### config.mk
export PLATFORM = sky130hd
export DESIGN_NAME = bit_vector_with_range_erase
export DESIGN_NICKNAME = d
export VERILOG_FILES = /design/src/design/bvre_pkg.sv /design/src/design/bit_vector_with_range_erase.sv /design/src/design/bvre_front.sv /design/src/design/bvre_queue.sv /design/src/design/bvre_back.sv
export SDC_FILE = /design/constraint.sdc
export NUM_CORES = 2
export LEC_CHECK = 0
export ABC_AREA = 1
export ABC_CLOCK_PERIOD_IN_PS = 8950
export CAP_MARGIN = 10
export CORE_MARGIN = 5
export CORE_UTILIZATION = 55
export DETAILED_ROUTE_END_ITERATION = 8
export DONT_BUFFER_PORTS = 1
export MAX_ROUTING_LAYER = met4
export PLACE_DENSITY = 0.7
export SLEW_MARGIN = 30
export SYNTH_ARGS = -nofsm -noshare
export SYNTH_HDL_FRONTEND = slang
export SYNTH_SLANG_ARGS = --single-unit
### constraint.sdc
create_clock -name clk -period 8.95 [get_ports clk]
set_input_delay 0 -clock clk [delete_from_list [all_inputs] [get_ports clk]]
set_output_delay 0 -clock clk [all_outputs]
set_load 0.01 [all_outputs]
### src/design/bvre_pkg.sv
// ----------------------------------------------------------------------------
// bvre_pkg
// Shared types, codes and helpers for the packed bit array with range erase.
// ----------------------------------------------------------------------------
package bvre_pkg;

  localparam int LEN_W   = 11;  // length in bits, 0..1024
  localparam int IDX_W   = 10;  // bit index
  localparam int BP_W    = 10;  // byte positions, incl. source look-ahead
  localparam int Q_DEPTH = 2;   // command queue depth, power of two

  typedef enum logic [2:0] {
    OP_SET    = 3'd0,
    OP_READ   = 3'd1,
    OP_FILL   = 3'd2,
    OP_ERASE  = 3'd3,
    OP_RESIZE = 3'd4
  } op_t;

  localparam logic [1:0] ST_OK    = 2'd0;
  localparam logic [1:0] ST_INDEX = 2'd1;
  localparam logic [1:0] ST_SAT   = 2'd2;

  // work handed from the front end to the byte sequencer
  typedef enum logic [2:0] {
    CK_NONE,
    CK_SET,
    CK_READ,
    CK_FILL,
    CK_ERASE
  } cmd_kind_t;

  typedef enum logic [2:0] {
    BK_IDLE,
    BK_SET,
    BK_READ,
    BK_FILL,
    BK_ER_ORIG,
    BK_ER_LO,
    BK_ER_RUN,
    BK_RESP
  } bk_state_t;

  typedef struct packed {
    logic [2:0]       opcode;
    logic [IDX_W-1:0] bit_index;
    logic             bit_value;
    logic [LEN_W-1:0] erase_count;
    logic [LEN_W-1:0] new_length;
  } in_item_t;

  typedef struct packed {
    logic             read_bit;
    logic [1:0]       status;
    logic [LEN_W-1:0] current_length;
  } out_item_t;

  typedef struct packed {
    cmd_kind_t        kind;
    logic [BP_W-1:0]  byte_lo;      // first byte touched
    logic [BP_W-1:0]  byte_end;     // one past the last byte written
    logic [BP_W-1:0]  shift_bytes;  // erase distance, whole bytes
    logic [2:0]       shift_bits;   // erase distance, bits within a byte
    logic [2:0]       bit_sel;
    logic             bit_value;
    logic [1:0]       status;
    logic [LEN_W-1:0] len_after;
  } cmd_t;

  // bytes covered by a length in bits, rounded up
  function automatic logic [BP_W-1:0] active_bytes(input logic [LEN_W-1:0] len);
    logic [LEN_W:0] t;
    t = {1'b0, len} + (LEN_W+1)'(7);
    return BP_W'(t >> 3);
  endfunction

endpackage

### src/design/bit_vector_with_range_erase.sv
// ----------------------------------------------------------------------------
// bit_vector_with_range_erase
// Packed bit array with length: set, read, fill, range erase and resize.
//
//   channel  direction  handshake              payload
//   in_      input      in_valid / in_stall    in_item_t  (one operation)
//   out_     output     out_valid / out_stall  out_item_t (one result each)
//
// The sequencer walks the byte store one byte per cycle; items with no
//   memory work only post a result. Set reads and rewrites one byte, read
//   reads one, fill and growing resize write each active or gained byte,
//   and erase rewrites each byte from the first erased byte to the new end.
// The front end takes an item a cycle while the two-entry queue has room.
// Synchronous reset clears length, queue and sequencer; bytes are cleared
// as they become active, so there is no clearing pass.
// A stalled result leaves the queue filling and the front end stalls.
// ----------------------------------------------------------------------------
module bit_vector_with_range_erase #(
  parameter int MAX_BITS = 1024
) (
  input  logic                clk,
  input  logic                rst_n,
  input  logic                in_valid,
  output logic                in_stall,
  input  bvre_pkg::in_item_t  in_data,
  output logic                out_valid,
  input  logic                out_stall,
  output bvre_pkg::out_item_t out_data
);
  import bvre_pkg::*;

  logic q_push, q_full, q_pop, q_valid;
  cmd_t push_cmd, head_cmd;

  bvre_front #(.MAX_BITS(MAX_BITS)) u_front (
    .clk      (clk),
    .rst_n    (rst_n),
    .in_valid (in_valid),
    .in_stall (in_stall),
    .in_data  (in_data),
    .q_full   (q_full),
    .q_push   (q_push),
    .q_cmd    (push_cmd)
  );

  bvre_queue u_queue (
    .clk       (clk),
    .rst_n     (rst_n),
    .push      (q_push),
    .push_cmd  (push_cmd),
    .full      (q_full),
    .pop       (q_pop),
    .pop_valid (q_valid),
    .pop_cmd   (head_cmd)
  );

  bvre_back #(.MAX_BITS(MAX_BITS)) u_back (
    .clk       (clk),
    .rst_n     (rst_n),
    .q_valid   (q_valid),
    .q_cmd     (head_cmd),
    .q_pop     (q_pop),
    .out_valid (out_valid),
    .out_stall (out_stall),
    .out_data  (out_data)
  );

endmodule

### src/design/bvre_front.sv
// ----------------------------------------------------------------------------
// bvre_front
// Accepts items, tracks the array length and turns each item into a byte
// command with its result status and length already settled.
// ----------------------------------------------------------------------------
module bvre_front #(
  parameter int MAX_BITS = 1024
) (
  input  logic               clk,
  input  logic               rst_n,
  input  logic               in_valid,
  output logic               in_stall,
  input  bvre_pkg::in_item_t in_data,
  input  logic               q_full,
  output logic               q_push,
  output bvre_pkg::cmd_t     q_cmd
);
  import bvre_pkg::*;

  logic [LEN_W-1:0] len_r, len_nxt;
  logic [BP_W-1:0]  act;
  logic [BP_W-1:0]  idx_byte;
  logic [LEN_W-1:0] room, er_cnt, er_len;
  logic [BP_W-1:0]  er_act;
  logic             er_live;
  logic             rs_sat;
  logic [LEN_W-1:0] rs_len;
  logic [BP_W-1:0]  rs_act;
  cmd_t             cmd;

  assign in_stall = q_full;
  assign q_push   = in_valid && !q_full;
  assign q_cmd    = cmd;

  assign act      = active_bytes(len_r);
  assign idx_byte = BP_W'(in_data.bit_index >> 3);

  // erase: clamp the run to the end of the array
  assign room    = len_r - LEN_W'(in_data.bit_index);
  assign er_cnt  = (in_data.erase_count > room) ? room : in_data.erase_count;
  assign er_len  = len_r - er_cnt;
  assign er_act  = active_bytes(er_len);
  assign er_live = ({1'b0, in_data.bit_index} < len_r) && (er_cnt != '0);

  assign rs_sat = int'(in_data.new_length) > MAX_BITS;
  assign rs_len = rs_sat ? LEN_W'(MAX_BITS) : in_data.new_length;
  assign rs_act = active_bytes(rs_len);

  always_comb begin
    cmd             = '0;
    cmd.kind        = CK_NONE;
    cmd.status      = ST_OK;
    cmd.bit_sel     = in_data.bit_index[2:0];
    cmd.bit_value   = in_data.bit_value;
    len_nxt         = len_r;
    case (in_data.opcode)
      OP_SET: begin
        cmd.byte_lo = idx_byte;
        if (idx_byte < act) cmd.kind = CK_SET;
        else cmd.status = ST_INDEX;
      end
      OP_READ: begin
        cmd.byte_lo = idx_byte;
        if (idx_byte < act) cmd.kind = CK_READ;
        else cmd.status = ST_INDEX;
      end
      OP_FILL: begin
        cmd.byte_lo  = '0;
        cmd.byte_end = act;
        if (act != '0) cmd.kind = CK_FILL;
      end
      OP_ERASE: begin
        cmd.byte_lo     = idx_byte;
        cmd.byte_end    = er_act;
        cmd.shift_bytes = BP_W'(er_cnt >> 3);
        cmd.shift_bits  = er_cnt[2:0];
        if (er_live) begin
          len_nxt = er_len;
          // a run that starts on a byte boundary and reaches the array end leaves nothing to rewrite
          if (idx_byte < er_act) cmd.kind = CK_ERASE;
        end
      end
      OP_RESIZE: begin
        len_nxt       = rs_len;
        cmd.byte_lo   = act;
        cmd.byte_end  = rs_act;
        cmd.bit_value = 1'b0;
        if (rs_sat) cmd.status = ST_SAT;
        // bytes gained are cleared; on shrink the dropped bytes simply go dead
        if (rs_act > act) cmd.kind = CK_FILL;
      end
      default: ;
    endcase
    cmd.len_after = len_nxt;
  end

  always_ff @(posedge clk) begin
    if (!rst_n) begin
      len_r <= '0;
    end else if (q_push) begin
      len_r <= len_nxt;
    end
  end

endmodule

### src/design/bvre_queue.sv
// ----------------------------------------------------------------------------
// bvre_queue
// Short command queue between the front end and the byte sequencer.
// ----------------------------------------------------------------------------
module bvre_queue (
  input  logic           clk,
  input  logic           rst_n,
  input  logic           push,
  input  bvre_pkg::cmd_t push_cmd,
  output logic           full,
  input  logic           pop,
  output logic           pop_valid,
  output bvre_pkg::cmd_t pop_cmd
);
  import bvre_pkg::*;

  localparam int PtrW = (Q_DEPTH > 1) ? $clog2(Q_DEPTH) : 1;

  cmd_t            ent_r [Q_DEPTH];
  logic [PtrW-1:0] wr_r, wr_nxt, rd_r, rd_nxt;
  logic [PtrW:0]   cnt_r, cnt_nxt;

  assign full      = (cnt_r == (PtrW+1)'(Q_DEPTH));
  assign pop_valid = (cnt_r != '0);
  assign pop_cmd   = ent_r[rd_r];

  always_comb begin
    wr_nxt  = push ? wr_r + PtrW'(1) : wr_r;
    rd_nxt  = pop  ? rd_r + PtrW'(1) : rd_r;
    cnt_nxt = cnt_r;
    if (push && !pop) cnt_nxt = cnt_r + (PtrW+1)'(1);
    else if (pop && !push) cnt_nxt = cnt_r - (PtrW+1)'(1);
  end

  always_ff @(posedge clk) begin
    if (!rst_n) begin
      wr_r  <= '0;
      rd_r  <= '0;
      cnt_r <= '0;
    end else begin
      wr_r  <= wr_nxt;
      rd_r  <= rd_nxt;
      cnt_r <= cnt_nxt;
    end
  end

  always_ff @(posedge clk) begin
    if (push) ent_r[wr_r] <= push_cmd;
  end

endmodule

### src/design/bvre_back.sv
// ----------------------------------------------------------------------------
// bvre_back
// Byte sequencer: owns the byte store and carries out set, read, fill/clear
// sweeps and the erase slide, then posts the result to the output register.
// ----------------------------------------------------------------------------
module bvre_back #(
  parameter int MAX_BITS = 1024
) (
  input  logic                clk,
  input  logic                rst_n,
  input  logic                q_valid,
  input  bvre_pkg::cmd_t      q_cmd,
  output logic                q_pop,
  output logic                out_valid,
  input  logic                out_stall,
  output bvre_pkg::out_item_t out_data
);
  import bvre_pkg::*;

  localparam int StoreBytes = (MAX_BITS + 7) / 8;
  localparam int AddrW      = (StoreBytes > 1) ? $clog2(StoreBytes) : 1;

  logic [7:0]       mem [StoreBytes];
  logic [7:0]       rd_data_r;
  logic             rd_en, wr_en;
  logic [AddrW-1:0] rd_addr, wr_addr;
  logic [7:0]       wr_data;

  bk_state_t        state_r, state_nxt;
  cmd_t             cmd_r, cmd_nxt;
  logic [BP_W-1:0]  k_r, k_nxt, src_r, src_nxt;
  logic [7:0]       lo_r, lo_nxt, orig_r, orig_nxt;
  logic             rbit_r, rbit_nxt;
  logic             out_valid_r;
  out_item_t        out_data_r;

  logic             out_free;
  logic             load_out;
  logic             res_rbit;
  cmd_t             res_cmd;
  logic [BP_W-1:0]  k_inc;
  logic             done_loop;
  logic [15:0]      pair;
  logic [7:0]       slid, merged;

  assign out_valid = out_valid_r;
  assign out_data  = out_data_r;
  assign out_free  = !out_valid_r || !out_stall;
  assign res_cmd   = (state_r == BK_IDLE) ? q_cmd : cmd_r;
  assign k_inc     = k_r + BP_W'(1);
  assign done_loop = (k_inc == cmd_r.byte_end);

  // erase: destination byte k takes source bits from bytes k+shift and k+shift+1
  assign pair = {rd_data_r, lo_r};
  assign slid = 8'(pair >> cmd_r.shift_bits);

  always_comb begin
    for (int j = 0; j < 8; j++) begin
      if (k_r == cmd_r.byte_lo && 3'(j) < cmd_r.bit_sel) begin
        merged[j] = orig_r[j];                       // below the erased run
      end else if ({k_r, 3'(j)} >= (BP_W+3)'(cmd_r.len_after)) begin
        merged[j] = 1'b0;                            // vacated top bits
      end else begin
        merged[j] = slid[j];
      end
    end
  end

  // next state
  always_comb begin
    state_nxt = state_r;
    case (state_r)
      BK_IDLE: begin
        if (q_valid) begin
          case (q_cmd.kind)
            CK_NONE:  state_nxt = BK_IDLE;
            CK_SET:   state_nxt = BK_SET;
            CK_READ:  state_nxt = BK_READ;
            CK_FILL:  state_nxt = BK_FILL;
            CK_ERASE: state_nxt = BK_ER_ORIG;
            default:  state_nxt = BK_IDLE;
          endcase
        end
      end
      BK_SET, BK_READ: begin
        state_nxt = out_free ? BK_IDLE : BK_RESP;
      end
      BK_FILL, BK_ER_RUN: begin
        if (done_loop) state_nxt = out_free ? BK_IDLE : BK_RESP;
      end
      BK_ER_ORIG: state_nxt = BK_ER_LO;
      BK_ER_LO:   state_nxt = BK_ER_RUN;
      BK_RESP: begin
        if (out_free) state_nxt = BK_IDLE;
      end
      default: state_nxt = BK_IDLE;
    endcase
  end

  // datapath controls
  always_comb begin
    logic [7:0] set_byte;
    set_byte = rd_data_r;
    set_byte[cmd_r.bit_sel] = cmd_r.bit_value;

    q_pop    = 1'b0;
    load_out = 1'b0;
    res_rbit = rbit_r;
    rd_en    = 1'b0;
    rd_addr  = AddrW'(src_r);
    wr_en    = 1'b0;
    wr_addr  = AddrW'(k_r);
    wr_data  = 8'h00;
    cmd_nxt  = cmd_r;
    k_nxt    = k_r;
    src_nxt  = src_r;
    lo_nxt   = lo_r;
    orig_nxt = orig_r;
    rbit_nxt = rbit_r;
    case (state_r)
      BK_IDLE: begin
        if (q_valid) begin
          if (q_cmd.kind == CK_NONE) begin
            if (out_free) begin
              q_pop    = 1'b1;
              load_out = 1'b1;
              res_rbit = 1'b0;
            end
          end else begin
            q_pop    = 1'b1;
            cmd_nxt  = q_cmd;
            k_nxt    = q_cmd.byte_lo;
            src_nxt  = q_cmd.byte_lo + q_cmd.shift_bytes;
            rbit_nxt = 1'b0;
            rd_en    = 1'b1;
            rd_addr  = AddrW'(q_cmd.byte_lo);
          end
        end
      end
      BK_SET: begin
        wr_en    = 1'b1;
        wr_data  = set_byte;
        load_out = out_free;
      end
      BK_READ: begin
        res_rbit = rd_data_r[cmd_r.bit_sel];
        rbit_nxt = res_rbit;
        load_out = out_free;
      end
      BK_FILL: begin
        wr_en    = 1'b1;
        wr_data  = {8{cmd_r.bit_value}};
        k_nxt    = k_inc;
        load_out = done_loop && out_free;
      end
      BK_ER_ORIG: begin
        orig_nxt = rd_data_r;
        rd_en    = 1'b1;
        src_nxt  = src_r + BP_W'(1);
      end
      BK_ER_LO: begin
        lo_nxt  = rd_data_r;
        rd_en   = 1'b1;
        src_nxt = src_r + BP_W'(1);
      end
      BK_ER_RUN: begin
        wr_en    = 1'b1;
        wr_data  = merged;
        lo_nxt   = rd_data_r;
        rd_en    = 1'b1;
        src_nxt  = src_r + BP_W'(1);
        k_nxt    = k_inc;
        load_out = done_loop && out_free;
      end
      BK_RESP: begin
        load_out = out_free;
      end
      default: ;
    endcase
  end

  always_ff @(posedge clk) begin
    if (!rst_n) begin
      state_r     <= BK_IDLE;
      out_valid_r <= 1'b0;
    end else begin
      state_r <= state_nxt;
      if (load_out) out_valid_r <= 1'b1;
      else if (!out_stall) out_valid_r <= 1'b0;
    end
  end

  always_ff @(posedge clk) begin
    cmd_r  <= cmd_nxt;
    k_r    <= k_nxt;
    src_r  <= src_nxt;
    lo_r   <= lo_nxt;
    orig_r <= orig_nxt;
    rbit_r <= rbit_nxt;
    if (load_out) begin
      out_data_r.read_bit       <= res_rbit;
      out_data_r.status         <= res_cmd.status;
      out_data_r.current_length <= res_cmd.len_after;
    end
  end

  always_ff @(posedge clk) begin
    if (wr_en) mem[wr_addr] <= wr_data;
    if (rd_en) rd_data_r <= mem[rd_addr];
  end

endmodule

**Word level (Yosys, flattened, before mapping)**

Memory sizes are Yosys's and may differ from the RTL's. A register that Yosys moved wholly into a read port is not among the register bits.
Index checks and enable logic that the tools add are counted.

- $add $sub $neg: 12
- Order comparisons: 24
- Equal/unequal tests: 23
- Shift-type cells: 1
- Muxes and demuxes: 83
- Bitwise gates (word level): 1
- Reductions and logical operators: 42

Operator list:

| kind | number |
|---|---|
| 13-bit by 11-bit >= comparator with 1-bit output | 8 |
| 13-bit case mux with 5 select lines | 1 |
| 11-bit 2-to-1 mux | 4 |
| 1-bit 2-to-1 mux | 43 |
| 10-bit 2-to-1 mux | 4 |
| 10-bit case mux with 2 select lines | 2 |
| 11-bit by 3-bit adder with 12-bit output, second input constant | 3 |
| 9-bit case mux with 3 select lines | 1 |
| 8-bit case mux with 3 select lines | 1 |
| 11-bit case mux with 2 select lines | 1 |
| 7-bit 2-to-1 mux | 3 |
| 10-bit by 1-bit adder with 10-bit output, second input constant | 2 |
| 10-bit == test | 2 |
| 3-bit by 2-bit == test with 1-bit output, second input constant | 6 |
| 3-bit == test, second input constant | 6 |
| 7-bit by 9-bit less-than comparator with 1-bit output | 2 |
| 3-bit 2-to-1 mux | 6 |
| 3-bit case mux with 6 select lines | 1 |
| 16-bit by 3-bit >> shifter with 8-bit output | 1 |
| 3-bit AND reduction | 5 |
| 1-bit logical AND | 14 |
| 13-bit 2-to-1 mux | 1 |
| 3-bit less-than comparator, first input constant | 4 |
| 2-bit 2-to-1 mux | 6 |
| 34 further kinds | 59 |

- Flip-flop bits (word level): 110
- Memory bits (writable): 1124
- Bits of input ports: 40
- Output and inout port bits: 16
- Logic and storage cells: 209
- Memories: 2

Memory list:

| memory | words | bits a word | read ports | clocked after Yosys merged registers in | write ports | line | text |
|---|---|---|---|---|---|---|---|
| u_back.mem | 128 | 8 | 1 | 1 | 1 | bvre_back.sv:23 | `logic [7:0] mem [StoreBytes];` |
| u_queue.ent_r | 2 | 50 | 1 | 1 | 1 | bvre_queue.sv:19 | `cmd_t ent_r [Q_DEPTH];` |

**Logic depth before layout (Yosys ltp)**

- Word-level depth: 9
- Depth in mapped cells: 44
- Gate-level depth less buffers: 43

**Modules after synthesis**

From an unflattened synthesis, not the netlist that was laid out.

- Cell total of the unflattened synthesis: 5980
- Area total of the unflattened synthesis: 58975.3 µm²

By module, submodules not included:

| module | instances | cells each | area each (µm²) | sequential area each (µm²) |
|---|---|---|---|---|
| bvre_back | 1 | 5109 | 50923.8 | 33682.3 |
| bvre_queue | 1 | 200 | 4306.6 | 3283.1 |
| bvre_front | 1 | 671 | 3744.8 | 220.2 |

**Worst setup path after synthesis**

Ideal clock, no wire load.

- Kind: register to register
- Start point: register u_back.k_r[4]
- End point: memory u_back.mem[0][6], data pin
- Setup time: 1197 ps
- Arrival time: 6816 ps
- Data required time: 7753 ps
- Path slack: 938 ps
- Stages on the path, launching flop included: 9
- Path buffers: 0
- Clock period less this slack: 8012 ps
- Cell sequence: edfxtp_1 > or2_2 > a2111oi_0 > nand2_1 > nor2_1 > nand2_1 > o21ai_0 > nand2_1 > o21ai_0

- Cells in the longest elaborated chain, start to end: 4
- Elaborated cells on any way between the ends: 6
- Classes of those cells: order compare: 1; eq/ne: 1; mux: 3; reduce/logical: 1

RTL lines:

| element | line | text |
|---|---|---|
| start, declared | bvre_back.sv:31 | `logic [BP_W-1:0] k_r, k_nxt, src_r, src_nxt;` |
| start signal, assigned | bvre_back.sv:195 | `k_r <= k_nxt;` |
| 13-bit by 11-bit >= comparator with 1-bit output / 10-bit == test (equally long branches) | bvre_back.sv:61, bvre_back.sv:59 |  |
| 1-bit 2-to-1 mux / 1-bit logical AND (equally long branches) | bvre_back.sv:61, bvre_back.sv:59 |  |
| 1-bit 2-to-1 mux * | bvre_back.sv:59 | `if (k_r == cmd_r.byte_lo && 3'(j) < cmd_r.bit_sel) begin` |
| 8-bit case mux with 3 select lines * | bvre_back.sv:120 | `case (state_r)` |
| via u_back.wr_data[6] | bvre_back.sv:27 | `logic [7:0] wr_data;` |
| end, declared | bvre_back.sv:23 |  |

Mark *: on every way through the listed nets, which the timed path passes. The rest lies on a longest branch.

==> run metrics <==
TNS Setup 0 ns; vias per inst around 5.5; CP startpoint u_front.len_r[0]; drt drc 0; Reg clk slew, reported paths about 0.060 ns; PwrDens ~390 mW/mm²; critical path launch point type flop; GP Congestion a little over 0.9; CTS tree built; status completed; Die Area between 0.1 and 0.15 mm²; Synth Warn # 0; Detail Route Antenna Nets 0; Clock Skews 0.02963 ns; Post-synth ARST share 0%; Rel. slew slack 34.91%; Max Clk Rate ~150 MHz; Detailed Route WL between 100 and 150 mm; Ports between 50 and 60; # hold bufs at CTS 50; vias in the first global route around 39000; min-delay src in_data[35]; H-tree depth 4; crit path kind flop to flop; CTS buffer count 132; DRT Pass-1 Iters 8; total gr overflow 0; max_cap viols 0; Skew-Pair Late Insertion Delay roughly 0.74 ns; Worst path max stage delay between 0.4 and 0.5 ns; largest net degree at the start of global routing approximately 140; Pwr Total 24.54 mW; unrepaired setup endpoints after global routing false; Die X ~330 µm; worst hold path class input port to flop; first-pass GRT wire length ~230 mm; crit path DAT 7.37 ns; post-CTS sizing 0; share of layout cells above drive strength 1 ~4.6%; CP max stage cell nand2_1; Hold Vio Cnt, Final 0; CP required about 9.5 ns; Clock Tree Buf Depth 3; worst-path maximum fanout 13; post-synthesis sequential area ratio 63.90%; period utilization between 70% and 80%; dpl cells just over 7000; Root Driver clkbuf_16; port bufs 0; P_leak 26.91 nW; syn_area_per_cell about 9.7 µm²; clk sinks 1233; Core Box Area about 0.10 mm²; most frequent CP cell nand2_1; Initial Utilization a little under three fifths; Crit Reg-Reg Startpoint u_front.len_r[0]; synth unique cells 54; initial antenna violation count 1; fin cells about 7400; worst hold margin around 0.052 ns; post-synth net total roughly 6000; Final HPWL DP around 88 mm; VDD IR-drop max between 300 and 400 µV; Post-CTS Setup Inserts 0; count of flip-flops with a built-in enable after synthesis about 1200; synthesized instance count around 5900; time the worst path needs with I/O delays and setup a little under 7 ns; wire per inst 19.97 µm; Crit. End Element flop; final setup vio count 0; row cnt ~120; die height 333.7 µm; post-place setup slack about 2.2 ns; Max Slew Vio Count 0; worst slew pin tran approximately 0.98 ns; GRT Total Usage 26.85%; ys flop type edfxtp_1; Seq cells post-synth between 1000 and 1500; Synth Cell Area 0.05763 mm²; Layout Nets about 6000; Layout area overhead 9.755%; vias around 41000; Final WS setup around 2.2 ns; Initial DRC Count between 4000 and 5000
report_power, final:
group | internal, mW | switching, mW
clock network | 2.96 | 2.22
logic | 3.08 | 8.69
registers | 7.34 | 0.244
total | 13.4 | 11.2
through the flow:
step	instance area, µm²	util [%]
2_1_floorplan	57630	-
4_1_cts	63160	60.85
3_5_place_dp	58580	56.44
6_report	63250	60.94
5_1_grt	63250	60.94
3_3_place_gp	58580	56.44
routing by layer:
layer / vias to the layer above / wire length, µm / track usage, %
met5: - / 0 / -
met4: 0 / 5861 / 10.18
met3: 375 / 11620 / 4.222
met2: 1679 / 70000 / 42.46
met1: 19243 / 60010 / 35.55
li1: 19325 / - / -
cell families (layout without fill, tap and decap cells):
| family | Yosys count | in the layout | synth area share [%] |
|---|---|---|---|
| XOR/XNOR | 38 | 38 | 0.5775 |
| AO/OA/AOI/OAI | 242 | 242 | 2.475 |
| flip-flops | 1233 | 1233 | 63.90 |
| buffers and inverters | 1283 | 1371 | 9.095 |
| adder cells (fa/ha/maj) | 73 | 73 | 1.624 |
| AND/OR/NAND/NOR | 3045 | 3045 | 22.29 |
| other | 1 | 2 | 0.006507 |
| multiplexers | 2 | 2 | 0.03474 |
sequential cells by signal, indices dropped and copies added, names as in the netlist, 2 cells and up, named ones only:
register / count
u_back.mem: 1024
u_back.k_r: 10
u_back.lo_r: 8
u_back.state_r: 3
u_back.rd_data_r: 8
u_back.cmd_r: 38
u_queue.ent_r: 96
u_front.len_r: 11
u_back.out_data: 14
u_back.src_r: 7
u_queue.cnt_r: 2
u_back.orig_r: 7
cell usage in the layout, fill, tap and decap left out, types with 5 or more instances in the layout:
master / instances
nand2_2: 7
nand2_1: 1751
clkbuf_1: 31
ha_1: 70
xor2_1: 23
clkinv_1: 36
or2_2: 7
o221ai_1: 5
nor2_1: 243
clkbuf_16: 137
o22ai_1: 19
o21ai_0: 85
edfxtp_1: 1213
o2111ai_1: 6
dlygate4sd3_1: 50
bufinv_16: 5
inv_1: 1015
inv_6: 5
xnor2_1: 15
nor3_1: 20
nand4_1: 27
o21ai_4: 7
clkinv_2: 24
buf_4: 47
dfxtp_1: 20
nand3_1: 964
o211ai_1: 23
a21oi_1: 66
worst paths after layout:
| path | slack [ns] | end | cells past startpoint |
|---|---|---|---|
| setup reg to reg | 2.17 | u_queue.ent_r[1][49] | 41 |
| setup / recovery | 2.17 | u_queue.ent_r[1][49] | 41 |
| hold reg to reg | 0.51 | u_back.cmd_r[13] | 2 |
| hold / removal | 0.05 | u_queue.ent_r[1][11] | 2 |
cell usage after synthesis (7+ instances only):
cell      count  area share (%)
o211ai_1     23            0.30
o21ai_0      89            0.77
nor3_1       20            0.17
or2_2         7           0.076
nand4_1      27            0.29
buf_1        11           0.072
xor2_1       23            0.35
dfxtp_1      20            0.69
clkbuf_1     41            0.27
inv_1      1016             6.6
o22ai_1      19            0.21
ha_1         70             1.5
edfxtp_1   1213              63
a21oi_1      66            0.57
xnor2_1      15            0.23
nor2_1      246             1.6
nand2_1    1755              11
buf_4        52            0.68
buf_2       148             1.3
nand3_1     967             8.4
worst max-delay path: cells and delay by family (launching register included):
family | cells | cell delay, ns
buffers and inverters | 7 | 0.58
and+or+nand+nor | 22 | 2.96
adders and majority gates | 6 | 1.80
AOI/OAI and AO/OA | 5 | 0.74
DFF | 1 | 0.38
xor gates and xnor gates | 1 | 0.18
area by class of cell:
type,instances,area [µm²]
Fill cell,8432,40540
Sequential cell,1233,36830
Multi-Input combinational cell,3401,15730
Inverter,1025,3851
Clock buffer,168,3545
Tap cell,1380,1727
Timing Repair Buffer,106,1039
Clock inverter,72,534.3
Antenna cell,1,2.502
No activity file was read; power rests on OpenSTA's default activity.
